$ cat src/hdl/cfp_pkg.sv
// ---------------------------------------------------------------------------
// cfp_pkg
// Constants, element table, result and event types of the formula parser.
// ---------------------------------------------------------------------------
package cfp_pkg;

    localparam int NUM_ELEMENTS = 30;
    localparam int COUNT_BITS   = 16;

    localparam int CHAR_W     = 8;
    localparam int ELEM_W     = 5;
    localparam int OUT_CNT_W  = 16;
    localparam int ATOM_W     = 16;
    localparam int MASS_W     = 40;
    localparam int WEIGHT_W   = 23;
    localparam int PROD_W     = COUNT_BITS + WEIGHT_W;
    localparam int ATOM_ACC_W = ((COUNT_BITS > ATOM_W) ? COUNT_BITS : ATOM_W) + 1;
    localparam int MASS_ACC_W = ((PROD_W > MASS_W) ? PROD_W : MASS_W) + 1;
    localparam int RESULT_W   = ELEM_W + OUT_CNT_W + ATOM_W + MASS_W;
    localparam int TDATA_W    = ((RESULT_W + 7) / 8) * 8;
    localparam int PAD_W      = TDATA_W - RESULT_W;

    // power of two: pointers wrap on their own
    localparam int FIFO_DEPTH = 8;
    localparam int FIFO_AW    = $clog2(FIFO_DEPTH);

    localparam logic [CHAR_W-1:0] CHR_UP_A   = 8'h41;
    localparam logic [CHAR_W-1:0] CHR_UP_Z   = 8'h5A;
    localparam logic [CHAR_W-1:0] CHR_LO_A   = 8'h61;
    localparam logic [CHAR_W-1:0] CHR_LO_Z   = 8'h7A;
    localparam logic [CHAR_W-1:0] CHR_ZERO   = 8'h30;
    localparam logic [CHAR_W-1:0] CHR_NINE   = 8'h39;
    localparam logic [CHAR_W-1:0] CHR_DOT    = 8'h2E;
    localparam logic [CHAR_W-1:0] CHR_LPAREN = 8'h28;

    localparam logic [COUNT_BITS-1:0] COUNT_MAX = '1;

    // symbol letters and molar mass (g/mol, 16 fractional bits), H to Zn
    localparam logic [CHAR_W-1:0] ROM_FIRST [30] = '{
        8'h48, 8'h48, 8'h4C, 8'h42, 8'h42, 8'h43, 8'h4E, 8'h4F, 8'h46, 8'h4E,
        8'h4E, 8'h4D, 8'h41, 8'h53, 8'h50, 8'h53, 8'h43, 8'h41, 8'h4B, 8'h43,
        8'h53, 8'h54, 8'h56, 8'h43, 8'h4D, 8'h46, 8'h43, 8'h4E, 8'h43, 8'h5A
    };
    localparam logic [CHAR_W-1:0] ROM_SECOND [30] = '{
        8'h00, 8'h65, 8'h69, 8'h65, 8'h00, 8'h00, 8'h00, 8'h00, 8'h00, 8'h65,
        8'h61, 8'h67, 8'h6C, 8'h69, 8'h00, 8'h00, 8'h6C, 8'h72, 8'h00, 8'h61,
        8'h63, 8'h69, 8'h00, 8'h72, 8'h6E, 8'h65, 8'h6F, 8'h69, 8'h75, 8'h6E
    };
    localparam logic [WEIGHT_W-1:0] ROM_WEIGHT [30] = '{
        23'd66060,   23'd262314,  23'd454885,  23'd590610,  23'd708510,
        23'd787133,  23'd917943,  23'd1048537, 23'd1245079, 23'd1322497,
        23'd1506660, 23'd1592852, 23'd1768260, 23'd1840611, 23'd2029899,
        23'd2101412, 23'd2323448, 23'd2618032, 23'd2562346, 23'd2626552,
        23'd2946230, 23'd3137012, 23'd3338502, 23'd3407616, 23'd3600417,
        23'd3659858, 23'd3862246, 23'd3846531, 23'd4164551, 23'd4284744
    };

    // one closed symbol on its way to the totals
    typedef struct packed {
        logic                  valid;
        logic [ELEM_W-1:0]     elem;
        logic [COUNT_BITS-1:0] count;
        logic                  done;
    } event_t;

    // a character closes at most two symbols; b only ever holds a fresh
    // upper-case symbol that also ends the formula, so its count is 1
    typedef struct packed {
        event_t a;
        event_t b;
    } event_pair_t;

    typedef struct packed {
        event_t              ev;
        logic [PROD_W-1:0]   prod;
    } weighed_t;

    typedef struct packed {
        weighed_t a;
        weighed_t b;
    } weighed_pair_t;

    // last field in the lowest bits
    typedef struct packed {
        logic                 done;
        logic                 status;
        logic [MASS_W-1:0]    mass;
        logic [ATOM_W-1:0]    atom;
        logic [OUT_CNT_W-1:0] count;
        logic [ELEM_W-1:0]    elem;
    } result_t;

    // element number of a symbol, 0 when it is not in the table
    function automatic logic [ELEM_W-1:0] elem_lookup(
        input logic [CHAR_W-1:0] first,
        input logic [CHAR_W-1:0] second
    );
        logic [ELEM_W-1:0] hit;
        hit = '0;
        // descending so the lowest matching entry wins
        for (int i = NUM_ELEMENTS - 1; i >= 0; i--)
        begin
            if (first != '0 && ROM_FIRST[i] == first && ROM_SECOND[i] == second)
            begin
                hit = ELEM_W'(i + 1);
            end
        end
        return hit;
    endfunction

    function automatic logic [WEIGHT_W-1:0] elem_weight(input logic [ELEM_W-1:0] elem);
        logic [WEIGHT_W-1:0] w;
        w = '0;
        for (int i = 0; i < NUM_ELEMENTS; i++)
        begin
            if (elem == ELEM_W'(i + 1))
            begin
                w = ROM_WEIGHT[i];
            end
        end
        return w;
    endfunction

endpackage

$ cat src/hdl/chemical_formula_parser.sv
// ---------------------------------------------------------------------------
// chemical_formula_parser
// Parses formula text and reports each element with running atom and mass totals.
// ---------------------------------------------------------------------------
// Input stream: one ASCII character per transfer on s_tdata; s_tlast marks
// the last character of a formula.
// Output stream: one transfer per closed element symbol, or per formula end
// with no symbol open. m_tuser is the error flag (unknown symbol, element
// number 0), m_tlast marks the last result of a formula, after which the totals
// restart from zero.
// Pipeline: the lookup is registered in the parser, count times mass in the
// weigh stage, then the result is written into the queue and raises m_tvalid.
// Throughput: one character per cycle while s_tready is high. An upper-case
// letter ending a formula with a symbol open yields two results, drained one per
// cycle while m_tready is high. s_tready is low when the 8-entry result queue
// plus results still in the pipe leave fewer than two free slots, so a stalled
// receiver throttles the input after a few transfers and nothing is dropped.
// Reset clears the parse state, the totals and the queue at once.
// ---------------------------------------------------------------------------
module chemical_formula_parser (
    input  logic                         clk,
    input  logic                         rst_n,
    input  logic                         s_tvalid,
    output logic                         s_tready,
    input  logic [cfp_pkg::CHAR_W-1:0]   s_tdata,   // [7:0] char_code
    input  logic                         s_tlast,   // end_of_formula
    output logic                         m_tvalid,
    input  logic                         m_tready,
    // [4:0] element_number, [20:5] element_count, [36:21] atom_sum,
    // [76:37] mass_sum, upper bits zero
    output logic [cfp_pkg::TDATA_W-1:0]  m_tdata,
    output logic                         m_tuser,   // status
    output logic                         m_tlast    // formula_done
);
    import cfp_pkg::*;

    logic              accept;
    event_pair_t       events;
    weighed_pair_t     weighed;
    logic              wr_a, wr_b;
    result_t           result_a, result_b, out_data;
    logic [FIFO_AW:0]  fill;
    logic [FIFO_AW+1:0] pending;

    assign accept = s_tvalid && s_tready;

    // results already promised to the queue
    assign pending = (FIFO_AW + 2)'(fill)
                   + (FIFO_AW + 2)'(events.a.valid) + (FIFO_AW + 2)'(events.b.valid)
                   + (FIFO_AW + 2)'(weighed.a.ev.valid) + (FIFO_AW + 2)'(weighed.b.ev.valid);
    assign s_tready = pending <= (FIFO_AW + 2)'(FIFO_DEPTH - 2);

    cfp_parser u_parser (
        .clk            (clk),
        .rst_n          (rst_n),
        .accept         (accept),
        .char_code      (s_tdata),
        .end_of_formula (s_tlast),
        .events_reg     (events)
    );

    cfp_weigh u_weigh (
        .clk         (clk),
        .rst_n       (rst_n),
        .events      (events),
        .weighed_reg (weighed)
    );

    cfp_accum u_accum (
        .clk      (clk),
        .rst_n    (rst_n),
        .weighed  (weighed),
        .wr_a     (wr_a),
        .result_a (result_a),
        .wr_b     (wr_b),
        .result_b (result_b)
    );

    cfp_out_fifo u_out_fifo (
        .clk       (clk),
        .rst_n     (rst_n),
        .wr_a      (wr_a),
        .data_a    (result_a),
        .wr_b      (wr_b),
        .data_b    (result_b),
        .out_valid (m_tvalid),
        .out_ready (m_tready),
        .out_data  (out_data),
        .fill      (fill)
    );

    assign m_tdata = {PAD_W'(0), out_data.mass, out_data.atom, out_data.count, out_data.elem};
    assign m_tuser = out_data.status;
    assign m_tlast = out_data.done;

endmodule

$ cat src/hdl/cfp_parser.sv
// ---------------------------------------------------------------------------
// cfp_parser
// Character decode, symbol and count state, table lookup of closed symbols.
// ---------------------------------------------------------------------------
module cfp_parser (
    input  logic                           clk,
    input  logic                           rst_n,
    input  logic                           accept,
    input  logic [cfp_pkg::CHAR_W-1:0]     char_code,
    input  logic                           end_of_formula,
    output cfp_pkg::event_pair_t           events_reg
);
    import cfp_pkg::*;

    logic [CHAR_W-1:0]     first_reg,  first_next;
    logic [CHAR_W-1:0]     second_reg, second_next;
    logic [COUNT_BITS-1:0] count_reg,  count_next;
    logic                  digits_reg, digits_next;
    logic                  frac_reg,   frac_next;
    logic                  stop_reg,   stop_next;
    logic                  open_reg,   open_next;
    event_pair_t           events_next;

    logic                  is_upper, is_lower, is_digit, is_dot, is_lparen;
    logic [COUNT_BITS+3:0] count_grow;
    event_t                final_ev;
    logic                  prev_closed;

    assign is_upper  = (char_code >= CHR_UP_A) && (char_code <= CHR_UP_Z);
    assign is_lower  = (char_code >= CHR_LO_A) && (char_code <= CHR_LO_Z);
    assign is_digit  = (char_code >= CHR_ZERO) && (char_code <= CHR_NINE);
    assign is_dot    = (char_code == CHR_DOT);
    assign is_lparen = (char_code == CHR_LPAREN);

    // count * 10 + digit
    assign count_grow = ((COUNT_BITS + 4)'(count_reg) << 3)
                      + ((COUNT_BITS + 4)'(count_reg) << 1)
                      + (COUNT_BITS + 4)'(char_code - CHR_ZERO);

    always_comb
    begin
        first_next  = first_reg;
        second_next = second_reg;
        count_next  = count_reg;
        digits_next = digits_reg;
        frac_next   = frac_reg;
        stop_next   = stop_reg;
        open_next   = open_reg;
        events_next = '0;
        final_ev    = '0;
        prev_closed = 1'b0;

        if (accept)
        begin
            if (!stop_reg)
            begin
                if (is_upper)
                begin
                    if (open_reg)
                    begin
                        prev_closed         = 1'b1;
                        events_next.a.valid = 1'b1;
                        events_next.a.elem  = elem_lookup(first_reg, second_reg);
                        events_next.a.count = digits_reg ? count_reg : COUNT_BITS'(1);
                        events_next.a.done  = 1'b0;
                    end
                    first_next  = char_code;
                    second_next = '0;
                    count_next  = '0;
                    digits_next = 1'b0;
                    frac_next   = 1'b0;
                    open_next   = 1'b1;
                end
                else if (is_lower || is_digit || is_dot)
                begin
                    // stray character opens a symbol that never matches
                    if (!open_reg)
                    begin
                        first_next  = '0;
                        second_next = '0;
                        count_next  = '0;
                        digits_next = 1'b0;
                        frac_next   = 1'b0;
                        open_next   = 1'b1;
                    end
                    if (is_lower)
                    begin
                        if (second_next != '0)
                        begin
                            first_next = '0;
                        end
                        else
                        begin
                            second_next = char_code;
                        end
                    end
                    else if (is_digit)
                    begin
                        if (!frac_next)
                        begin
                            if (count_grow > (COUNT_BITS + 4)'(COUNT_MAX))
                            begin
                                count_next = COUNT_MAX;
                            end
                            else
                            begin
                                count_next = count_grow[COUNT_BITS-1:0];
                            end
                        end
                        digits_next = 1'b1;
                    end
                    else
                    begin
                        frac_next   = 1'b1;
                        digits_next = 1'b1;
                    end
                end
                else if (is_lparen)
                begin
                    stop_next = 1'b1;
                end
            end

            if (end_of_formula)
            begin
                final_ev.valid = 1'b1;
                final_ev.done  = 1'b1;
                if (open_next)
                begin
                    final_ev.elem  = elem_lookup(first_next, second_next);
                    final_ev.count = digits_next ? count_next : COUNT_BITS'(1);
                end
                if (prev_closed)
                begin
                    events_next.b = final_ev;
                end
                else
                begin
                    events_next.a = final_ev;
                end
                first_next  = '0;
                second_next = '0;
                count_next  = '0;
                digits_next = 1'b0;
                frac_next   = 1'b0;
                stop_next   = 1'b0;
                open_next   = 1'b0;
            end
        end
    end

    always_ff @(posedge clk or negedge rst_n)
    begin
        if (!rst_n)
        begin
            first_reg  <= '0;
            second_reg <= '0;
            count_reg  <= '0;
            digits_reg <= 1'b0;
            frac_reg   <= 1'b0;
            stop_reg   <= 1'b0;
            open_reg   <= 1'b0;
            events_reg <= '0;
        end
        else
        begin
            first_reg  <= first_next;
            second_reg <= second_next;
            count_reg  <= count_next;
            digits_reg <= digits_next;
            frac_reg   <= frac_next;
            stop_reg   <= stop_next;
            open_reg   <= open_next;
            events_reg <= events_next;
        end
    end

endmodule

$ cat src/hdl/cfp_weigh.sv
// ---------------------------------------------------------------------------
// cfp_weigh
// Multiply each closed symbol's count by its molar mass from the table.
// ---------------------------------------------------------------------------
module cfp_weigh (
    input  logic                     clk,
    input  logic                     rst_n,
    input  cfp_pkg::event_pair_t     events,
    output cfp_pkg::weighed_pair_t   weighed_reg
);
    import cfp_pkg::*;

    weighed_pair_t weighed_next;

    always_comb
    begin
        weighed_next.a.ev   = events.a;
        weighed_next.a.prod = PROD_W'(events.a.count) * PROD_W'(elem_weight(events.a.elem));
        // slot b always carries a count of one
        weighed_next.b.ev   = events.b;
        weighed_next.b.prod = PROD_W'(elem_weight(events.b.elem));
    end

    always_ff @(posedge clk or negedge rst_n)
    begin
        if (!rst_n)
        begin
            weighed_reg <= '0;
        end
        else
        begin
            weighed_reg <= weighed_next;
        end
    end

endmodule

$ cat src/hdl/cfp_accum.sv
// ---------------------------------------------------------------------------
// cfp_accum
// Saturating atom and mass totals; builds up to two results per cycle.
// ---------------------------------------------------------------------------
module cfp_accum (
    input  logic                     clk,
    input  logic                     rst_n,
    input  cfp_pkg::weighed_pair_t   weighed,
    output logic                     wr_a,
    output cfp_pkg::result_t         result_a,
    output logic                     wr_b,
    output cfp_pkg::result_t         result_b
);
    import cfp_pkg::*;

    logic [ATOM_W-1:0]     atom_reg, atom_next;
    logic [MASS_W-1:0]     mass_reg, mass_next;
    logic [ATOM_W-1:0]     atom_a, atom_b;
    logic [MASS_W-1:0]     mass_a, mass_b;
    logic [ATOM_ACC_W-1:0] atom_sum_a, atom_sum_b, count_wide;
    logic [MASS_ACC_W-1:0] mass_sum_a, mass_sum_b;
    logic                  hit_a, hit_b;

    assign hit_a = weighed.a.ev.elem != '0;
    assign hit_b = weighed.b.ev.elem != '0;

    assign count_wide = ATOM_ACC_W'(weighed.a.ev.count);
    assign atom_sum_a = ATOM_ACC_W'(atom_reg) + count_wide;
    assign mass_sum_a = MASS_ACC_W'(mass_reg) + MASS_ACC_W'(weighed.a.prod);

    always_comb
    begin
        atom_a = atom_reg;
        mass_a = mass_reg;
        if (hit_a)
        begin
            atom_a = (atom_sum_a > ATOM_ACC_W'({ATOM_W{1'b1}})) ? '1 : atom_sum_a[ATOM_W-1:0];
            mass_a = (mass_sum_a > MASS_ACC_W'({MASS_W{1'b1}})) ? '1 : mass_sum_a[MASS_W-1:0];
        end
    end

    assign atom_sum_b = ATOM_ACC_W'(atom_a) + ATOM_ACC_W'(1);
    assign mass_sum_b = MASS_ACC_W'(mass_a) + MASS_ACC_W'(weighed.b.prod);

    always_comb
    begin
        atom_b = atom_a;
        mass_b = mass_a;
        if (hit_b)
        begin
            atom_b = (atom_sum_b > ATOM_ACC_W'({ATOM_W{1'b1}})) ? '1 : atom_sum_b[ATOM_W-1:0];
            mass_b = (mass_sum_b > MASS_ACC_W'({MASS_W{1'b1}})) ? '1 : mass_sum_b[MASS_W-1:0];
        end
    end

    always_comb
    begin
        result_a.elem   = weighed.a.ev.elem;
        result_a.count  = (count_wide > ATOM_ACC_W'({OUT_CNT_W{1'b1}}))
                        ? '1 : count_wide[OUT_CNT_W-1:0];
        result_a.atom   = atom_a;
        result_a.mass   = mass_a;
        result_a.status = !hit_a;
        result_a.done   = weighed.a.ev.done;

        result_b.elem   = weighed.b.ev.elem;
        result_b.count  = OUT_CNT_W'(1);
        result_b.atom   = atom_b;
        result_b.mass   = mass_b;
        result_b.status = !hit_b;
        result_b.done   = weighed.b.ev.done;
    end

    assign wr_a = weighed.a.ev.valid;
    assign wr_b = weighed.b.ev.valid;

    // clear the totals once the formula has ended
    always_comb
    begin
        atom_next = atom_reg;
        mass_next = mass_reg;
        if ((wr_a && weighed.a.ev.done) || (wr_b && weighed.b.ev.done))
        begin
            atom_next = '0;
            mass_next = '0;
        end
        else if (wr_a)
        begin
            atom_next = atom_a;
            mass_next = mass_a;
        end
    end

    always_ff @(posedge clk or negedge rst_n)
    begin
        if (!rst_n)
        begin
            atom_reg <= '0;
            mass_reg <= '0;
        end
        else
        begin
            atom_reg <= atom_next;
            mass_reg <= mass_next;
        end
    end

endmodule

$ cat src/hdl/cfp_out_fifo.sv
// ---------------------------------------------------------------------------
// cfp_out_fifo
// Result queue: takes up to two results per cycle, hands out one on out_ready.
// ---------------------------------------------------------------------------
module cfp_out_fifo (
    input  logic                        clk,
    input  logic                        rst_n,
    input  logic                        wr_a,
    input  cfp_pkg::result_t            data_a,
    input  logic                        wr_b,
    input  cfp_pkg::result_t            data_b,
    output logic                        out_valid,
    input  logic                        out_ready,
    output cfp_pkg::result_t            out_data,
    output logic [cfp_pkg::FIFO_AW:0]   fill
);
    import cfp_pkg::*;

    result_t              mem [FIFO_DEPTH];
    logic [FIFO_AW-1:0]   wr_ptr_reg, wr_ptr_next;
    logic [FIFO_AW-1:0]   rd_ptr_reg, rd_ptr_next;
    logic [FIFO_AW:0]     fill_reg,   fill_next;
    logic                 pop;
    logic [FIFO_AW:0]     push_cnt;

    assign out_valid = fill_reg != '0;
    assign out_data  = mem[rd_ptr_reg];
    assign fill      = fill_reg;
    assign pop       = out_valid && out_ready;
    assign push_cnt  = (FIFO_AW + 1)'(wr_a) + (FIFO_AW + 1)'(wr_b);

    always_comb
    begin
        wr_ptr_next = wr_ptr_reg + push_cnt[FIFO_AW-1:0];
        rd_ptr_next = rd_ptr_reg + FIFO_AW'(pop);
        fill_next   = fill_reg + push_cnt - (FIFO_AW + 1)'(pop);
    end

    // slot b is only written together with slot a
    always_ff @(posedge clk)
    begin
        if (wr_a)
        begin
            mem[wr_ptr_reg] <= data_a;
        end
        if (wr_b)
        begin
            mem[wr_ptr_reg + FIFO_AW'(1)] <= data_b;
        end
    end

    always_ff @(posedge clk or negedge rst_n)
    begin
        if (!rst_n)
        begin
            wr_ptr_reg <= '0;
            rd_ptr_reg <= '0;
            fill_reg   <= '0;
        end
        else
        begin
            wr_ptr_reg <= wr_ptr_next;
            rd_ptr_reg <= rd_ptr_next;
            fill_reg   <= fill_next;
        end
    end

endmodule

$ cat config.mk
export PLATFORM = sky130hd
export DESIGN_NAME = chemical_formula_parser
export DESIGN_NICKNAME = d
export VERILOG_FILES = /design/src/hdl/cfp_pkg.sv /design/src/hdl/chemical_formula_parser.sv /design/src/hdl/cfp_parser.sv /design/src/hdl/cfp_weigh.sv /design/src/hdl/cfp_accum.sv /design/src/hdl/cfp_out_fifo.sv
export SDC_FILE = /design/constraint.sdc
export NUM_CORES = 2
export LEC_CHECK = 0
export BUFFER_PORTS_ARGS = -buffer_cell sky130_fd_sc_hd__buf_2
export CORE_MARGIN = 4
export CORE_UTILIZATION = 49
export CTS_CLUSTER_DIAMETER = 40
export DETAILED_ROUTE_END_ITERATION = 10
export PLACE_DENSITY_LB_ADDON = 0.05
export SYNTH_ARGS = -nofsm -noshare
export SYNTH_HDL_FRONTEND = slang
export SYNTH_SLANG_ARGS = --single-unit
$ cat constraint.sdc
create_clock -name clk -period 8.8 [get_ports clk]
set_input_delay 0.44 -clock clk [delete_from_list [all_inputs] [get_ports clk]]
set_output_delay 0.44 -clock clk [all_outputs]
set_load 0.02 [all_outputs]
==> results.json <==
{
  "reg2reg_setup_slack_ns": 0.62,
  "antenna_found_initial": 6,
  "synth_edf_count": 504,
  "yosysSeqAreaShare_pct": 38.9,
  "rows": 127,
  "cts-root-buf": "clkbuf_16",
  "peakVddDrop_mv": 0.229,
  "drcViolationCount": 0,
  "synth_seq_cells": 854,
  "grt_max_degree": 113,
  "worstHoldStart": "s_tlast",
  "die_h_um": 357,
  "setup_viol": 0,
  "rsz0062_at_grt": "false",
  "cp_max_fo": 12,
  "drtIter0Drc": 5786,
  "max_stage_delay_ns": 0.55,
  "finalCriticalPeriod_ns": 8.18,
  "fin_util_pct": 55.9,
  "power_density_nw_per_um2": 255,
  "timing.fmax_mhz": 122,
  "hold_violations": 0,
  "cts_buffers": 142,
  "hold-worst-slack_ns": 0.108,
  "routed_wl_um": 208000,
  "grt_pass1_wl_um": 312000,
  "synthesis.instances": 6057,
  "crit_end": "u_weigh.weighed_reg[100]$_DFF_PN0_",
  "crit_path_top_delay_cell": "fa_1",
  "cts-htree-levels": 4,
  "crit_required_ns": 9.44,
  "io_buffers": 93,
  "syn_area_um2": 59700,
  "start_util_pct": 49.6,
  "dieWidth_um": 357,
  "drv_cap": 0,
  "worstSetupStartpointType": "register",
  "final_cell_mix": "nand2_1 (840), edfxtp_1 (504), inv_1 (471)",
  "cts_tree": "built",
  "hpwlAfterDp_um": 136000,
  "final_common_cell": "nand2_1",
  "drtPass1Iterations": 9,
  "layout-drive-gt1-share_pct": 13.8,
  "r2r-start": "u_parser.events_reg[40]$_DFF_PN0_",
  "io_pins": 97,
  "leakagePower_uw": 0.0264,
  "wl_per_cell_um": 26.7,
  "reg2reg_to": "u_weigh.weighed_reg[100]$_DFF_PN0_",
  "worst_pin_slew_ns": 1.23,
  "cts.sinks": 854,
  "clk_latency_ns": 0.79,
  "min_path_type": "primary input to register",
  "core_um2": 120000,
  "syn_area_per_cell_um2": 9.86,
  "run_status": "finished, final reports clean",
  "yosysUniqueCellTypes": 88,
  "dieArea_um2": 127000,
  "grtUsageTotal_pct": 32.4,
  "overflow": 0,
  "clk_pin_slew_ns": 0.05,
  "place_congestion": 0.917,
  "syn_to_final_growth_pct": 12.7,
  "drtAntennaViolNets": 0,
  "finalClockSkew_ns": 0.0415,
  "largest_reg_flops": 632,
  "cp-end-kind": "register",
  "worstSetupStartpoint": "u_parser.events_reg[40]$_DFF_PN0_",
  "nNetsFinal": 6606,
  "critPathArrivalTime_ns": 8.82,
  "max_slew_margin_pct": 17.6,
  "maxSlewViolCount": 0,
  "critPathKind": "register to register",
  "clockBufferDepth": 3,
  "vias": 49800,
  "grt_pass1_vias": 49000,
  "reg2reg_depth": 33,
  "async_reset_ff_share_pct": 26.0,
  "vias_per_cell": 6.40,
  "finalCritPeriodShare_pct": 93.0,
  "ys_warn_count": 0,
  "synth-main-ff-cell": "edfxtp_1"
}
==> stage by stage <==
step	std cells	worst slack (ns)	total power [uW]	TNS, ns	instance area [um^2]
final	7776	0.619	17100	0	67300
after global routing	7774	0.0255	17800	0	67300
after CTS	7774	0.181	17100	0	67300
after detailed placement	7514	-0.0374	11300	-0.0374	62300
after global placement	7514	-0.0454	11300	-0.0454	62300
after floorplan	6059	0.884	9010	0	59700
==> cell families (layout without fill, tap and decap cells) <==
kind of cell             after synthesis  count (layout)  share of synthesized area (%)
flip-flops                           854             854                           38.9
other                                  1               5                        0.00628
buffers and inverters                946            1049                           6.05
AND/OR/NAND/NOR                     1729            1729                           13.1
multiplexers                         252             252                           7.71
XOR/XNOR                             118             118                           1.73
AO/OA/AOI/OAI                       1611            1611                           17.0
adder cells (fa/ha/maj)              546             546                           15.4
==> report_power, final <==
group          switching [uW]  internal, uW
logic                    4080          2170
clock network            2180          3570
registers                 521          4620
total                    6780         10400
==> worst max-delay path, delay by kind of cell, from the launching register on <==
family	cells	cell delay (ns)
xor+xnor	1	0.09
simple gates	5	0.57
flops	1	0.45
compound gates	11	2.52
buf+inv	9	1.08
fa+ha+maj	7	3.36
==> cells in the mapped netlist (22+ instances only) <==
cell,n,area [um^2]
a21oi_1,302,1510
o21ai_0,379,1900
nand2_1,844,3170
nor3_1,92,460
dfxtp_1,128,2560
a211oi_1,43,323
xor2_1,40,350
buf_1,37,139
edfxtp_1,504,15100
a21o_1,50,375
nor2b_1,27,169
ha_1,231,2890
dfrtp_1,222,5560
o21a_1,30,225
nand3_1,148,741
xnor2_1,78,683
clkbuf_1,403,1510
and2_1,133,832
o22ai_1,399,2500
mux2_2,82,923
nand4_1,37,231
inv_1,479,1800
nor2_1,268,1010
a31oi_1,44,275
fa_1,315,6310
mux4_2,158,3560
nand2b_1,37,231
and3_1,28,175
a221oi_1,83,727
o211ai_1,22,165
or3_1,37,231
nor4_1,26,163
a22o_1,48,420
a22oi_1,22,165
==> what timing repair did <==
item                                    in CTS  in global routing
buffers inserted                             0                  0
endpoints found under the setup margin       2                  3
pin swaps                                    0                  0
resized for setup                            1                  6
hold buffers                                 1                  0
endpoints found under the hold margin      101                  0
==> how the worst min path moves through the flow <==
stage                                         endpoint  slack, ns  depth (start not counted)
finish              u_parser.second_reg[3]$_DFFE_PN0P_       0.11                          2
global route        u_parser.second_reg[3]$_DFFE_PN0P_        0.1                          2
floorplan              u_accum.atom_reg[0]$_DFFE_PN0P_       0.14                          0
detailed placement  u_weigh.weighed_reg[101]$_DFF_PN0_       0.36                          0
global placement    u_weigh.weighed_reg[101]$_DFF_PN0_       0.34                          0
CTS                 u_parser.second_reg[3]$_DFFE_PN0P_       0.05                          2
==> cell type report <==
type / instances / area, um^2
timing repair buffer: 307 / 2130
clock inverter: 83 / 1080
fill: 10700 / 53200
tap: 1612 / 2020
multi-input combinational: 4259 / 33100
clock buffer: 176 / 3830
inverter: 483 / 1820
antenna: 2 / 5.00
sequential: 854 / 23300
==> per-layer routing <==
layer / track usage [%] / up-vias / share of wire (%)
li1: - / 21900 / -
met1: 43.2 / 24600 / 40
met2: 52.0 / 2708 / 46
met3: 7.15 / 563 / 10
met4: 12.4 / 0 / 4.0
met5: 0 / - / 0
(Power assumes the default switching activity.)
